### src/rtl/wgm_pkg.sv
// Shared types, constants and helpers for the case-insensitive glob matcher.
// No dependencies; imported by wildcard_glob_match_nocase.
package wgm_pkg;

    // Storage sizing
    localparam int PATTERN_MAX = 16;
    localparam int CHAR_BITS   = 16;
    localparam int POS_N       = PATTERN_MAX + 1;
    localparam int LEN_W       = $clog2(POS_N);
    localparam int LVL_N       = $clog2(POS_N);

    // Port field widths
    localparam int FUNC_W = 2;
    localparam int CH_W   = 16;

    typedef logic [CHAR_BITS-1:0]   char_t;
    typedef logic [LEN_W-1:0]       len_t;
    typedef logic [POS_N-1:0]       act_t;
    typedef logic [PATTERN_MAX-1:0] mask_t;

    // Word codes
    typedef enum logic [FUNC_W-1:0] {
        FUNC_PAT  = 2'd0,
        FUNC_TEXT = 2'd1,
        FUNC_END  = 2'd2
    } func_e;

    // Character constants
    localparam char_t CH_STAR  = char_t'(16'h002A);
    localparam char_t CH_QMARK = char_t'(16'h003F);
    localparam char_t CH_UP_A  = char_t'(16'h0041);
    localparam char_t CH_UP_Z  = char_t'(16'h005A);
    localparam char_t CH_LOW_A = char_t'(16'h0061);

    typedef struct packed {
        logic [FUNC_W-1:0] func;
        logic [CH_W-1:0]   ch;
        logic              first;
    } in_word_t;

    typedef struct packed {
        logic matched;
        logic pattern_too_long;
    } out_word_t;

    // Keep the low CHAR_BITS bits and fold A-Z to lower case
    function automatic char_t fold_char(logic [CH_W-1:0] raw);
        char_t c;
        c = char_t'(raw);
        if (c >= CH_UP_A && c <= CH_UP_Z)
            c = c - CH_UP_A + CH_LOW_A;
        return c;
    endfunction

    // Close an active set over stars: pos j+1 turns on when j is on and holds a star.
    // Parallel prefix over log2 levels, carry-style (generate = active, propagate = star).
    function automatic act_t close_stars(act_t act, mask_t star);
        act_t g;
        act_t p;
        g = act;
        p = {star, 1'b0};
        for (int lvl = 0; lvl < LVL_N; lvl++) begin
            g = g | (p & (g << (1 << lvl)));
            p = p & (p << (1 << lvl));
        end
        return g;
    endfunction

endpackage

### src/rtl/wildcard_glob_match_nocase.sv
// Top level of the case-insensitive glob matcher: input register, position update, result register.
// Depends on wgm_pkg for word types, codes and the star-closure helper.

// Pattern words load a pattern of up to PATTERN_MAX characters (first=1 starts a new one;
// extra characters are dropped and flagged), text words advance a bit-parallel set of
// active pattern positions, and an end word returns one result (whole-text match and
// overflow flag) and rearms for the next text. Matching folds only A-Z to lower case;
// '*' matches any run, '?' any one character. The block takes one word every cycle: each
// word is handled in a single pass between the input register and the state/result
// registers, so a result is registered once its end word leaves the input register. Only the
// result register can stall the flow, and only while an end word waits for it.
module wildcard_glob_match_nocase (
    input  logic               clk,
    input  logic               rst_n,
    input  logic               in_valid,
    output logic               in_ready,
    input  wgm_pkg::in_word_t  in_data,
    output logic               out_valid,
    input  logic               out_ready,
    output wgm_pkg::out_word_t out_data
);
    import wgm_pkg::*;

    // Input stage
    logic      in_valid_reg;
    in_word_t  in_word_reg;

    // Matcher state
    char_t     store_reg [PATTERN_MAX];
    char_t     store_next [PATTERN_MAX];
    len_t      len_reg, len_next;
    logic      ovf_reg, ovf_next;
    act_t      act_reg, act_next;

    // Result stage
    logic      out_valid_reg, out_valid_next;
    out_word_t out_word_reg, out_word_next;

    logic      fire;
    logic      is_end;
    char_t     c_in;
    mask_t     star_cur, star_new, hit_cur;
    act_t      step_act, rearm_act;
    len_t      len_base;
    logic      ovf_base;

    assign c_in   = fold_char(in_word_reg.ch);
    assign is_end = (in_word_reg.func == FUNC_END);

    // Process the held word unless it is an end word with the result slot still full
    assign fire     = in_valid_reg && (!is_end || !out_valid_reg || out_ready);
    assign in_ready = !in_valid_reg || fire;

    // Star and per-position hit masks on the current pattern
    always_comb
    begin
        for (int i = 0; i < PATTERN_MAX; i++) begin
            star_cur[i] = (len_t'(i) < len_reg) && (store_reg[i] == CH_STAR);
            hit_cur[i]  = (len_t'(i) < len_reg) &&
                          ((store_reg[i] == CH_QMARK) || (store_reg[i] == c_in));
        end
    end

    // Advance the active set by one text character
    always_comb
    begin
        step_act = '0;
        for (int i = 0; i < PATTERN_MAX; i++) begin
            if (act_reg[i] && star_cur[i])
                step_act[i] = 1'b1;
            else if (act_reg[i] && hit_cur[i])
                step_act[i+1] = 1'b1;
        end
    end

    // Pattern store update
    always_comb
    begin
        len_base   = in_word_reg.first ? '0 : len_reg;
        ovf_base   = in_word_reg.first ? 1'b0 : ovf_reg;
        store_next = store_reg;
        len_next   = len_reg;
        ovf_next   = ovf_reg;
        if (fire && in_word_reg.func == FUNC_PAT) begin
            if (len_base < len_t'(PATTERN_MAX)) begin
                for (int i = 0; i < PATTERN_MAX; i++) begin
                    if (len_base == len_t'(i))
                        store_next[i] = c_in;
                end
                len_next = len_base + len_t'(1);
                ovf_next = ovf_base;
            end
            else begin
                len_next = len_base;
                ovf_next = 1'b1;
            end
        end
    end

    // Rearm against the pattern as it stands after this word
    always_comb
    begin
        for (int i = 0; i < PATTERN_MAX; i++)
            star_new[i] = (len_t'(i) < len_next) && (store_next[i] == CH_STAR);
        rearm_act = close_stars(act_t'(1), star_new);
    end

    // Active set and result selection
    always_comb
    begin
        act_next       = act_reg;
        out_valid_next = out_valid_reg && !out_ready;
        out_word_next  = out_word_reg;
        if (fire) begin
            case (in_word_reg.func)
                FUNC_PAT:
                begin
                    act_next = rearm_act;
                end
                FUNC_TEXT:
                begin
                    act_next = close_stars(step_act, star_cur);
                end
                FUNC_END:
                begin
                    act_next                       = rearm_act;
                    out_valid_next                 = 1'b1;
                    out_word_next.matched          = act_reg[len_reg];
                    out_word_next.pattern_too_long = ovf_reg;
                end
                default:
                begin
                    act_next = act_reg;
                end
            endcase
        end
    end

    // Control registers
    always_ff @(posedge clk or negedge rst_n)
    begin
        if (!rst_n) begin
            in_valid_reg  <= 1'b0;
            out_valid_reg <= 1'b0;
            len_reg       <= '0;
            ovf_reg       <= 1'b0;
            act_reg       <= act_t'(1);
        end
        else begin
            if (in_ready)
                in_valid_reg <= in_valid;
            out_valid_reg <= out_valid_next;
            len_reg       <= len_next;
            ovf_reg       <= ovf_next;
            act_reg       <= act_next;
        end
    end

    // Payload registers
    always_ff @(posedge clk)
    begin
        if (in_ready && in_valid)
            in_word_reg <= in_data;
        store_reg    <= store_next;
        out_word_reg <= out_word_next;
    end

    assign out_valid = out_valid_reg;
    assign out_data  = out_word_reg;

    // Checks
    a_len_bound: assert property (@(posedge clk) disable iff (!rst_n)
        len_reg <= len_t'(PATTERN_MAX))
        else $error("pattern length beyond capacity");

    a_ovf_full: assert property (@(posedge clk) disable iff (!rst_n)
        ovf_reg |-> (len_reg == len_t'(PATTERN_MAX)))
        else $error("overflow flagged with room left in the store");

    a_rearm: assert property (@(posedge clk) disable iff (!rst_n)
        (fire && (in_word_reg.func == FUNC_PAT || is_end)) |=> act_reg[0])
        else $error("active set not rearmed at position zero");

    a_end_result: assert property (@(posedge clk) disable iff (!rst_n)
        (fire && is_end) |=> out_valid_reg)
        else $error("end word produced no result");

endmodule
### config.mk
export PLATFORM = sky130hd
export DESIGN_NAME = wildcard_glob_match_nocase
export DESIGN_NICKNAME = d
export VERILOG_FILES = /design/src/rtl/wgm_pkg.sv /design/src/rtl/wildcard_glob_match_nocase.sv
export SDC_FILE = /design/constraint.sdc
export NUM_CORES = 1
export LEC_CHECK = 0
export BUFFER_PORTS_ARGS = -buffer_cell sky130_fd_sc_hd__buf_2
export CAP_MARGIN = 20
export CELL_PAD_IN_SITES_DETAIL_PLACEMENT = 1
export CELL_PAD_IN_SITES_GLOBAL_PLACEMENT = 1
export CORE_AREA = 2 2 195 197
export DETAILED_ROUTE_END_ITERATION = 16
export DIE_AREA = 0 0 197 199
export PLACE_DENSITY_LB_ADDON = 0.1
export SETUP_SLACK_MARGIN = 0.15
export SYNTH_ARGS = -nofsm -noshare
export SYNTH_HDL_FRONTEND = slang
export SYNTH_SLANG_ARGS = --single-unit
### constraint.sdc
create_clock -name clk -period 4.6 [get_ports clk]
set_input_delay 1.38 -clock clk [delete_from_list [all_inputs] [get_ports clk]]
set_output_delay 1.38 -clock clk [all_outputs]
set_load 0.005 [all_outputs]
==> results of run 1 <==
[stage by stage]
step                total power (uW)  hold slack, ns  setup slack, ns  cell area [um2]  std cells
finish                          7930           0.458            0.248            18900       2375
global route                    8250           0.483            0.156            18900       2375
CTS                             7960           0.461            0.229            18800       2373
detailed placement              4910           0.446            0.268            17500       2307
global placement                4850           0.448            0.346            17500       2307
floorplan                       4340           0.425            0.356            16600       1845
[per-layer routing]
| layer | up-vias | global-route usage (%) | share of wire [%] |
|---|---|---|---|
| li1 | 6728 | - | - |
| met1 | 7329 | 42.4 | 44 |
| met2 | 418 | 53.6 | 47 |
| met3 | 117 | 4.44 | 5.3 |
| met4 | 2 | 12.3 | 3.4 |
| met5 | - | 0 | 0.021 |
[worst max-delay path: cells and delay by family, from the launching register on]
kind	cells	cell delay, ns
flops	1	0.46
fa+ha+maj	1	0.34
compound gates	3	0.68
simple gates	8	2.76
[power groups by stage]
stage	Clock, uW	Combinational, uW	Sequential (uW)
finish	3040	1500	3400
global placement	0	1430	3420
global route	3190	1620	3450
detailed placement	0	1470	3440
CTS	3090	1480	3390
floorplan	0	1040	3300
[how the worst min path moves through the flow]
stage / from / to / slack (ns)
global route: ovf_reg / out_data[0] / 0.48
finish: ovf_reg / out_data[0] / 0.46
global placement: ovf_reg / out_data[0] / 0.45
detailed placement: ovf_reg / out_data[0] / 0.45
floorplan: store_reg[85] / store_reg[85] / 0.43
CTS: ovf_reg / out_data[0] / 0.46
[repair_timing]
| item | 4_1_cts | 5_1_grt |
|---|---|---|
| setup endpoints to repair | 0 | 4 |
| resized for setup | 0 | 10 |
| buffers inserted | 0 | 1 |
[synth_stat cells, types with 8 or more instances]
library cell	n	share of area (%)
sky130_fd_sc_hd__nor4_1	66	2.5
sky130_fd_sc_hd__o22ai_1	14	0.53
sky130_fd_sc_hd__nand2_1	237	5.4
sky130_fd_sc_hd__buf_1	18	0.41
sky130_fd_sc_hd__or2_2	10	0.38
sky130_fd_sc_hd__a2111oi_0	10	0.53
sky130_fd_sc_hd__xnor2_1	126	6.7
sky130_fd_sc_hd__nor3_1	43	1.3
sky130_fd_sc_hd__nor2_1	78	1.8
sky130_fd_sc_hd__o21ai_0	88	2.7
sky130_fd_sc_hd__xor2_1	98	5.2
sky130_fd_sc_hd__nand4_1	49	1.9
sky130_fd_sc_hd__edfxtp_1	21	3.8
sky130_fd_sc_hd__nor2b_1	12	0.45
sky130_fd_sc_hd__and2_1	13	0.49
sky130_fd_sc_hd__o221ai_1	9	0.48
sky130_fd_sc_hd__nor4b_1	8	0.42
sky130_fd_sc_hd__a21oi_1	55	1.7
sky130_fd_sc_hd__a31oi_1	15	0.57
sky130_fd_sc_hd__o2111ai_1	11	0.58
sky130_fd_sc_hd__dfxtp_1	256	31
sky130_fd_sc_hd__nand3_1	43	1.3
sky130_fd_sc_hd__or4_1	18	0.82
sky130_fd_sc_hd__and3_1	14	0.53
sky130_fd_sc_hd__nand2b_1	12	0.45
sky130_fd_sc_hd__and4b_1	10	0.60
sky130_fd_sc_hd__dfrtp_1	24	3.6
sky130_fd_sc_hd__o41ai_1	8	0.42
sky130_fd_sc_hd__mux2_2	166	11
sky130_fd_sc_hd__clkbuf_1	105	2.4
sky130_fd_sc_hd__o211ai_1	12	0.54
sky130_fd_sc_hd__inv_1	40	0.91
sky130_fd_sc_hd__or3_1	16	0.60
sky130_fd_sc_hd__a211oi_1	10	0.45
[cell type report]
| cell class | instances | share of cell area (%) |
|---|---|---|
| well taps | 474 | 3.15 |
| clock inverters | 5 | 0.431 |
| inverters | 40 | 0.796 |
| clock buffers | 61 | 6.26 |
| multi-input cells | 1370 | 50.8 |
| repair buffers | 123 | 4.73 |
| flip-flops and latches | 302 | 33.9 |
[cells by family after synthesis]
family                     after synthesis
xor gates and xnor gates               224
AOI/OAI and AO/OA                      302
DFF                                    302
buffers and inverters                  173
muxes                                  174
and+or+nand+nor                        665
adders and majority gates                5
==> tab_implementation.tex, run 1 <==
\begin{tabular}{lr}
\hline
Metric & Value \\
\hline
\multicolumn{2}{l}{\textbf{Setup path}} \\
Worst path required time & 5.07 ns \\
CP cell instances & ha\_1 > or3\_1 > nor4\_4 > a21oi\_2 > or4\_1 > a221o\_1 > or4b\_4 > nor4\_4 > nand4\_1 > nor4\_1 > nor2\_1 > a21oi\_1 \\
Endpoint type of the worst setup path & flop \\
FF-to-FF path depth & 12 \\
Arrival time at the worst endpoint & 4.82 ns \\
Source of the worst register-to-register timing path & in\_word\_reg[6] \\
Critical path start-end classification & reg2reg \\
Reg-to-reg slack, setup & 0.25 ns \\
Worst Setup SP & in\_word\_reg[6] \\
Worst setup path endpoint & act\_reg[16] \\
Critical-path maximum fanout & 4 \\
Reg2reg end & act\_reg[16] \\
Critical Path Most Common Cell & sky130\_fd\_sc\_hd\_\_nor4\_4 \\
Crit start category & flop \\
Crit path max-delay cell type & sky130\_fd\_sc\_hd\_\_or4b\_4 \\
Slowest stage delay, CP & 0.58 ns \\
\multicolumn{2}{l}{\textbf{GRT}} \\
Number of antenna violations at the first check in global routing & 3 \\
Pin count of the biggest net entering global routing & 39 \\
Global-route congestion overflow total & 0 \\
Vias in the first global route & 15100 \\
Gr usage total & 32.2\% \\
Wire length of the first global-routing pass & 94400 um \\
\multicolumn{2}{l}{\textbf{Timing}} \\
Total negative setup slack & 0 ns \\
Setup repair after global routing missed its margin & false \\
Max-slew headroom at the worst pin & 38.4\% \\
Fin. max-slew vios & 0 \\
Final number of hold-violating endpoints & 0 \\
Highest achievable clock rate & 230 MHz \\
Worst-case clock skew & 0.0160 ns \\
Min Tclk post-route & 4.35 ns \\
Worst Max-Slew Pin Slew & 0.924 ns \\
Setup Viol. Count Final & 0 \\
Ratio of final minimum period to clock period & 94.6\% \\
\multicolumn{2}{l}{\textbf{Synth}} \\
Part of the Yosys area used for sequential elements & 38.5\% \\
Number of different library cells in the post-synthesis netlist & 83 \\
Area share of fa/ha/maj cells after synthesis & 0.378\% \\
Number of nets produced by synthesis & 1873 \\
Top flip-flop cell by instance count after synthesis & sky130\_fd\_sc\_hd\_\_dfxtp\_1 \\
Total number of yosys warnings & 0 \\
FFs w/ async S/R, synth & 8.28\% \\
Area fraction in compound gates after synthesis & 12.0\% \\
Synthesized cell area & 16600 um2 \\
Post-Syn Area per Cell & 8.98 um2 \\
Synth Register Bits & 302 \\
Main combinational cell family by area after synthesis & simple AND/OR/NAND/NOR gates \\
Number of instances in the synthesized netlist & 1845 \\
Multiplexer fraction of the synthesized cell area & 12.1\% \\
Number of enable-type register cells in the synthesized netlist & 21 \\
Simple-gate share of the synthesized area & 21.0\% \\
Xor-xnor portion of the synthesized cell area & 11.8\% \\
\multicolumn{2}{l}{\textbf{Cells and area}} \\
Net count, final & 1902 \\
Largest register FFs & 256 \\
Area occupied by multi-input gates & 9570 um2 \\
Layout cell share with drive strength beyond 1 & 20.4\% \\
Filler Cells Inserted & 4236 \\
Antenna Diode Count & 0 \\
Sequential cell area in the final layout & 6380 um2 \\
Commonest non-fill, non-tap cell in the layout & sky130\_fd\_sc\_hd\_\_dfxtp\_1 \\
Layout-stage area growth over the synthesis result & 13.8\% \\
Highest-count cells in the layout ignoring fill and taps & sky130\_fd\_sc\_hd\_\_dfxtp\_1, sky130\_fd\_sc\_hd\_\_nand2\_1, sky130\_fd\_sc\_hd\_\_mux2\_2 \\
Utilization after layout & 50.8\% \\
\multicolumn{2}{l}{\textbf{Clocking}} \\
Buffer depth of the longest clock path & 3 \\
Register clock-pin slew on the reported worst setup and hold paths & 0.06 ns \\
Number of buffers added to fix hold violations after cts & 0 \\
TritonCTS Buffers & 37 \\
Number of sinks handled by clock tree synthesis & 302 \\
Clock latency on the worst-skew pair & 0.56 ns \\
H-Tree Depth & 2 \\
Clock root buffer master & sky130\_fd\_sc\_hd\_\_clkbuf\_16 \\
TritonCTS clock tree & built \\
\multicolumn{2}{l}{\textbf{Power and ir drop}} \\
Combinational group share of total power & 18.9\% \\
Switching power of the nets & 2400 uW \\
Share of power burned in registers & 42.8\% \\
Switching power as a share of total power & 30.3\% \\
Leakage power figure & 0.00736 uW \\
Peak supply drop & 0.297 mV \\
Internal cell power & 5530 uW \\
Power density over the cells & 421 nW/um2 \\
Clock network power share & 38.3\% \\
\multicolumn{2}{l}{\textbf{Floorplan}} \\
Height of the die & 199 um \\
Number of placement rows & 71 \\
I/O pin total & 27 \\
Width of the chip & 197 um \\
Floorplan die area & 39200 um2 \\
Starting density of the core & 44.6\% \\
Core area & 37100 um2 \\
\multicolumn{2}{l}{\textbf{Status}} \\
Outcome & complete, no violations \\
\multicolumn{2}{l}{\textbf{Placed design}} \\
Estimated wirelength of the detail-placed design & 45800 um \\
Routability-driven placement congestion ratio & 1.00 \\
Number of buffers inserted by port buffering & 26 \\
\multicolumn{2}{l}{\textbf{Flow run}} \\
Max-cap viol count & 0 \\
\multicolumn{2}{l}{\textbf{Detailed routing}} \\
Detail-routed net length per standard cell & 26.2 um \\
Initial DRC count & 1195 \\
Via count & 14600 \\
Drt first pass iters & 5 \\
Routed wire length & 62200 um \\
Count of antenna-violating nets left after detailed routing & 0 \\
Post-detailed-route via-to-cell ratio & 6.14 \\
DRC violations left & 0 \\
\multicolumn{2}{l}{\textbf{Worst hold path}} \\
Worst hold path depth & 0 \\
Hold Path Class & reg2reg \\
\hline
\end{tabular}
No activity file was read; power rests on OpenSTA's default activity.
==> inputs of run 2 (changes only) <==
==> constraint.sdc (replaced) <==
create_clock -name clk -period 4.6 [get_ports clk]
set_input_delay 0.69 -clock clk [delete_from_list [all_inputs] [get_ports clk]]
set_output_delay 0.69 -clock clk [all_outputs]
set_load 0.005 [all_outputs]
==> tab_implementation.tex, run 2 (synthesis results as in run 1) <==
\begin{tabular}{lr}
\hline
Metric & Value \\
\hline
\multicolumn{2}{l}{\textbf{Setup path}} \\
Slowest stage delay, CP & 0.64 ns (was 0.58 ns) \\
FF-to-FF path depth & 13 (was 12) \\
Endpoint type of the worst setup path & flop (unchanged) \\
Critical-path maximum fanout & 15 (was 4) \\
Crit-path leading delay family & simple AND/OR/NAND/NOR gates (unchanged) \\
Crit path max-delay cell type & sky130\_fd\_sc\_hd\_\_or4\_1 (was sky130\_fd\_sc\_hd\_\_or4b\_4) \\
Arrival time at the worst endpoint & 4.84 ns (was 4.82 ns) \\
Number of buffer and inverter instances along the worst setup path & 2 (was 0) \\
Reg-to-reg slack, setup & 0.23 ns (was 0.25 ns) \\
Crit start category & flop (unchanged) \\
CP cell instances & buf\_6 > nand3b\_1 > nor4\_1 > buf\_4 > nand2\_1 > or4\_1 > a221o\_1 > nor4\_1 > o2111ai\_1 > or4\_1 > nor3\_4 > a21oi\_1 > a21oi\_1 (was ha\_1 > or3\_1 > nor4\_4 > a21oi\_2 > or4\_1 > a221o\_1 > or4b\_4 > nor4\_4 > nand4\_1 > nor4\_1 > nor2\_1 > a21oi\_1) \\
Worst path required time & 5.07 ns (about the same) \\
Source of the worst register-to-register timing path & in\_word\_reg[4] (was in\_word\_reg[6]) \\
Critical path start-end classification & reg2reg (unchanged) \\
Reg2reg end & act\_reg[12] (was act\_reg[16]) \\
\multicolumn{2}{l}{\textbf{Floorplan}} \\
Height of the die & 199 um (unchanged) \\
Floorplan die area & 39200 um2 (unchanged) \\
Number of placement rows & 71 (unchanged) \\
Starting density of the core & 44.6\% (unchanged) \\
I/O pin total & 27 (unchanged) \\
Core area & 37100 um2 (unchanged) \\
Width of the chip & 197 um (unchanged) \\
\multicolumn{2}{l}{\textbf{Cells and area}} \\
Highest-count cells in the layout ignoring fill and taps & sky130\_fd\_sc\_hd\_\_dfxtp\_1, sky130\_fd\_sc\_hd\_\_nand2\_1, sky130\_fd\_sc\_hd\_\_mux2\_2 (unchanged) \\
Layout cell share with drive strength beyond 1 & 20.9\% (was 20.4\%) \\
Layout-stage area growth over the synthesis result & 14.3\% (was 13.8\%) \\
Largest register FFs & 256 (unchanged) \\
Commonest non-fill, non-tap cell in the layout & sky130\_fd\_sc\_hd\_\_dfxtp\_1 (unchanged) \\
Antenna Diode Count & 0 (unchanged) \\
Filler Cells Inserted & 4259 (was 4236) \\
Net count, final & 1905 (was 1902) \\
Final Instance Area & 18900 um2 (about the same) \\
\multicolumn{2}{l}{\textbf{Status}} \\
Outcome & complete, no violations (unchanged) \\
\multicolumn{2}{l}{\textbf{Power and ir drop}} \\
Internal cell power & 5550 uW (was 5530 uW) \\
Switching power as a share of total power & 30.3\% (about the same) \\
Combinational group share of total power & 18.9\% (about the same) \\
Power density over the cells & 421 nW/um2 (about the same) \\
Leakage power figure & 0.00742 uW (was 0.00736 uW) \\
Peak supply drop & 0.280 mV (was 0.297 mV) \\
Share of power burned in registers & 42.6\% (was 42.8\%) \\
Clock network power share & 38.5\% (was 38.3\%) \\
Switching power of the nets & 2420 uW (was 2400 uW) \\
\multicolumn{2}{l}{\textbf{GRT}} \\
Pin count of the biggest net entering global routing & 39 (unchanged) \\
Global-route congestion overflow total & 0 (unchanged) \\
Number of antenna violations at the first check in global routing & 1 (was 3) \\
Gr usage total & 31.5\% (was 32.2\%) \\
Vias in the first global route & 14900 (was 15100) \\
Wire length of the first global-routing pass & 92900 um (was 94400 um) \\
\multicolumn{2}{l}{\textbf{Timing}} \\
Fin. max-slew vios & 0 (unchanged) \\
Worst Max-Slew Pin Slew & 0.944 ns (was 0.924 ns) \\
Final critical-path setup slack & 0.233 ns (was 0.248 ns) \\
Total negative setup slack & 0 ns (unchanged) \\
Worst-case clock skew & 0.0189 ns (was 0.0160 ns) \\
Setup repair after global routing missed its margin & true (was false) \\
Max-slew headroom at the worst pin & 37.1\% (was 38.4\%) \\
Setup Viol. Count Final & 0 (unchanged) \\
Min Tclk post-route & 4.37 ns (was 4.35 ns) \\
Highest achievable clock rate & 229 MHz (was 230 MHz) \\
Final number of hold-violating endpoints & 0 (unchanged) \\
Ratio of final minimum period to clock period & 94.9\% (was 94.6\%) \\
\multicolumn{2}{l}{\textbf{Clocking}} \\
TritonCTS clock tree & built (unchanged) \\
Number of sinks handled by clock tree synthesis & 302 (unchanged) \\
Register clock-pin slew on the reported worst setup and hold paths & 0.06 ns (about the same) \\
Clock root buffer master & sky130\_fd\_sc\_hd\_\_clkbuf\_16 (unchanged) \\
Clock latency on the worst-skew pair & 0.56 ns (about the same) \\
H-Tree Depth & 2 (unchanged) \\
Number of buffers added to fix hold violations after cts & 0 (unchanged) \\
TritonCTS Buffers & 37 (unchanged) \\
Buffer depth of the longest clock path & 3 (unchanged) \\
\multicolumn{2}{l}{\textbf{Worst hold path}} \\
Hold Path Class & in2async (was reg2reg) \\
\multicolumn{2}{l}{\textbf{Detailed routing}} \\
Post-detailed-route via-to-cell ratio & 6.14 (about the same) \\
Via count & 14600 (about the same) \\
Detail-routed net length per standard cell & 26.0 um (was 26.2 um) \\
Initial DRC count & 1020 (was 1195) \\
Drt first pass iters & 5 (unchanged) \\
Routed wire length & 62000 um (was 62200 um) \\
Count of antenna-violating nets left after detailed routing & 0 (unchanged) \\
DRC violations left & 0 (unchanged) \\
\multicolumn{2}{l}{\textbf{Placed design}} \\
Setup WS pre-CTS & 0.168 ns (was 0.268 ns) \\
Post-Place Cell Area & 17500 um2 (unchanged) \\
Number of buffers inserted by port buffering & 26 (unchanged) \\
Estimated wirelength of the detail-placed design & 45200 um (was 45800 um) \\
Routability-driven placement congestion ratio & 0.979 (was 1.00) \\
\multicolumn{2}{l}{\textbf{Flow run}} \\
Max-cap viol count & 0 (unchanged) \\
\hline
\end{tabular}
-- run 2: how the worst max path moves through the flow --
stage | end | depth (start not counted) | slack [ns] | startpoint
after global placement | act_reg[16] | 13 | 0.17 | in_word_reg[4]
after floorplan | act_reg[16] | 17 | 0.36 | in_word_reg[0]
after global routing | act_reg[12] | 14 | 0.11 | in_word_reg[0]
final | act_reg[12] | 13 | 0.23 | in_word_reg[4]
after detailed placement | act_reg[16] | 14 | 0.17 | in_word_reg[0]
after CTS | act_reg[16] | 12 | 0.23 | in_word_reg[14]
-- run 2: metrics by stage --
stage	instances	util (%)	hold slack, ns	total power, uW
floorplan	1845	-	0.394	4340
global placement	2307	47.2	0.446	4850
detailed placement	2307	47.2	0.454	4900
CTS	2376	50.7	0.215	7980
global route	2379	51.0	0.232	8280
finish	2379	51.0	0.217	7960
-- run 2: routing by layer --
metal / up-vias / routed length (um) / global-route usage (%) / part of all wire [%]
met2: 376 / 29500 / 53.8 / 48
met5: - / 0 / 0 / 0
li1: 6715 / - / - / -
met3: 98 / 2910 / 4.54 / 4.7
met4: 0 / 1750 / 10.3 / 2.8
met1: 7417 / 27800 / 40.9 / 45
-- run 2: power groups by stage --
stage	clock network [uW]	registers [uW]	logic, uW
3_5_place_dp	0	3430	1470
2_1_floorplan	0	3300	1040
6_report	3060	3390	1500
3_3_place_gp	0	3420	1430
4_1_cts	3110	3380	1490
5_1_grt	3220	3440	1620
-- run 2: layout make-up --
class / instances / area [um2] / share of cell area, %
tap: 474 / 593 / 3.13
multi-input combinational: 1370 / 9600 / 50.7
inverter: 40 / 150 / 0.793
clock inverter: 10 / 110 / 0.582
sequential: 302 / 6380 / 33.7
timing repair buffer: 126 / 917 / 4.85
clock buffer: 57 / 1170 / 6.21
-- run 2: repair_timing --
action,CTS,global route
gates resized for setup,0,14
setup buffers,2,2
gates cloned,0,0
pin swaps,0,5
endpoints found under the setup margin,2,5
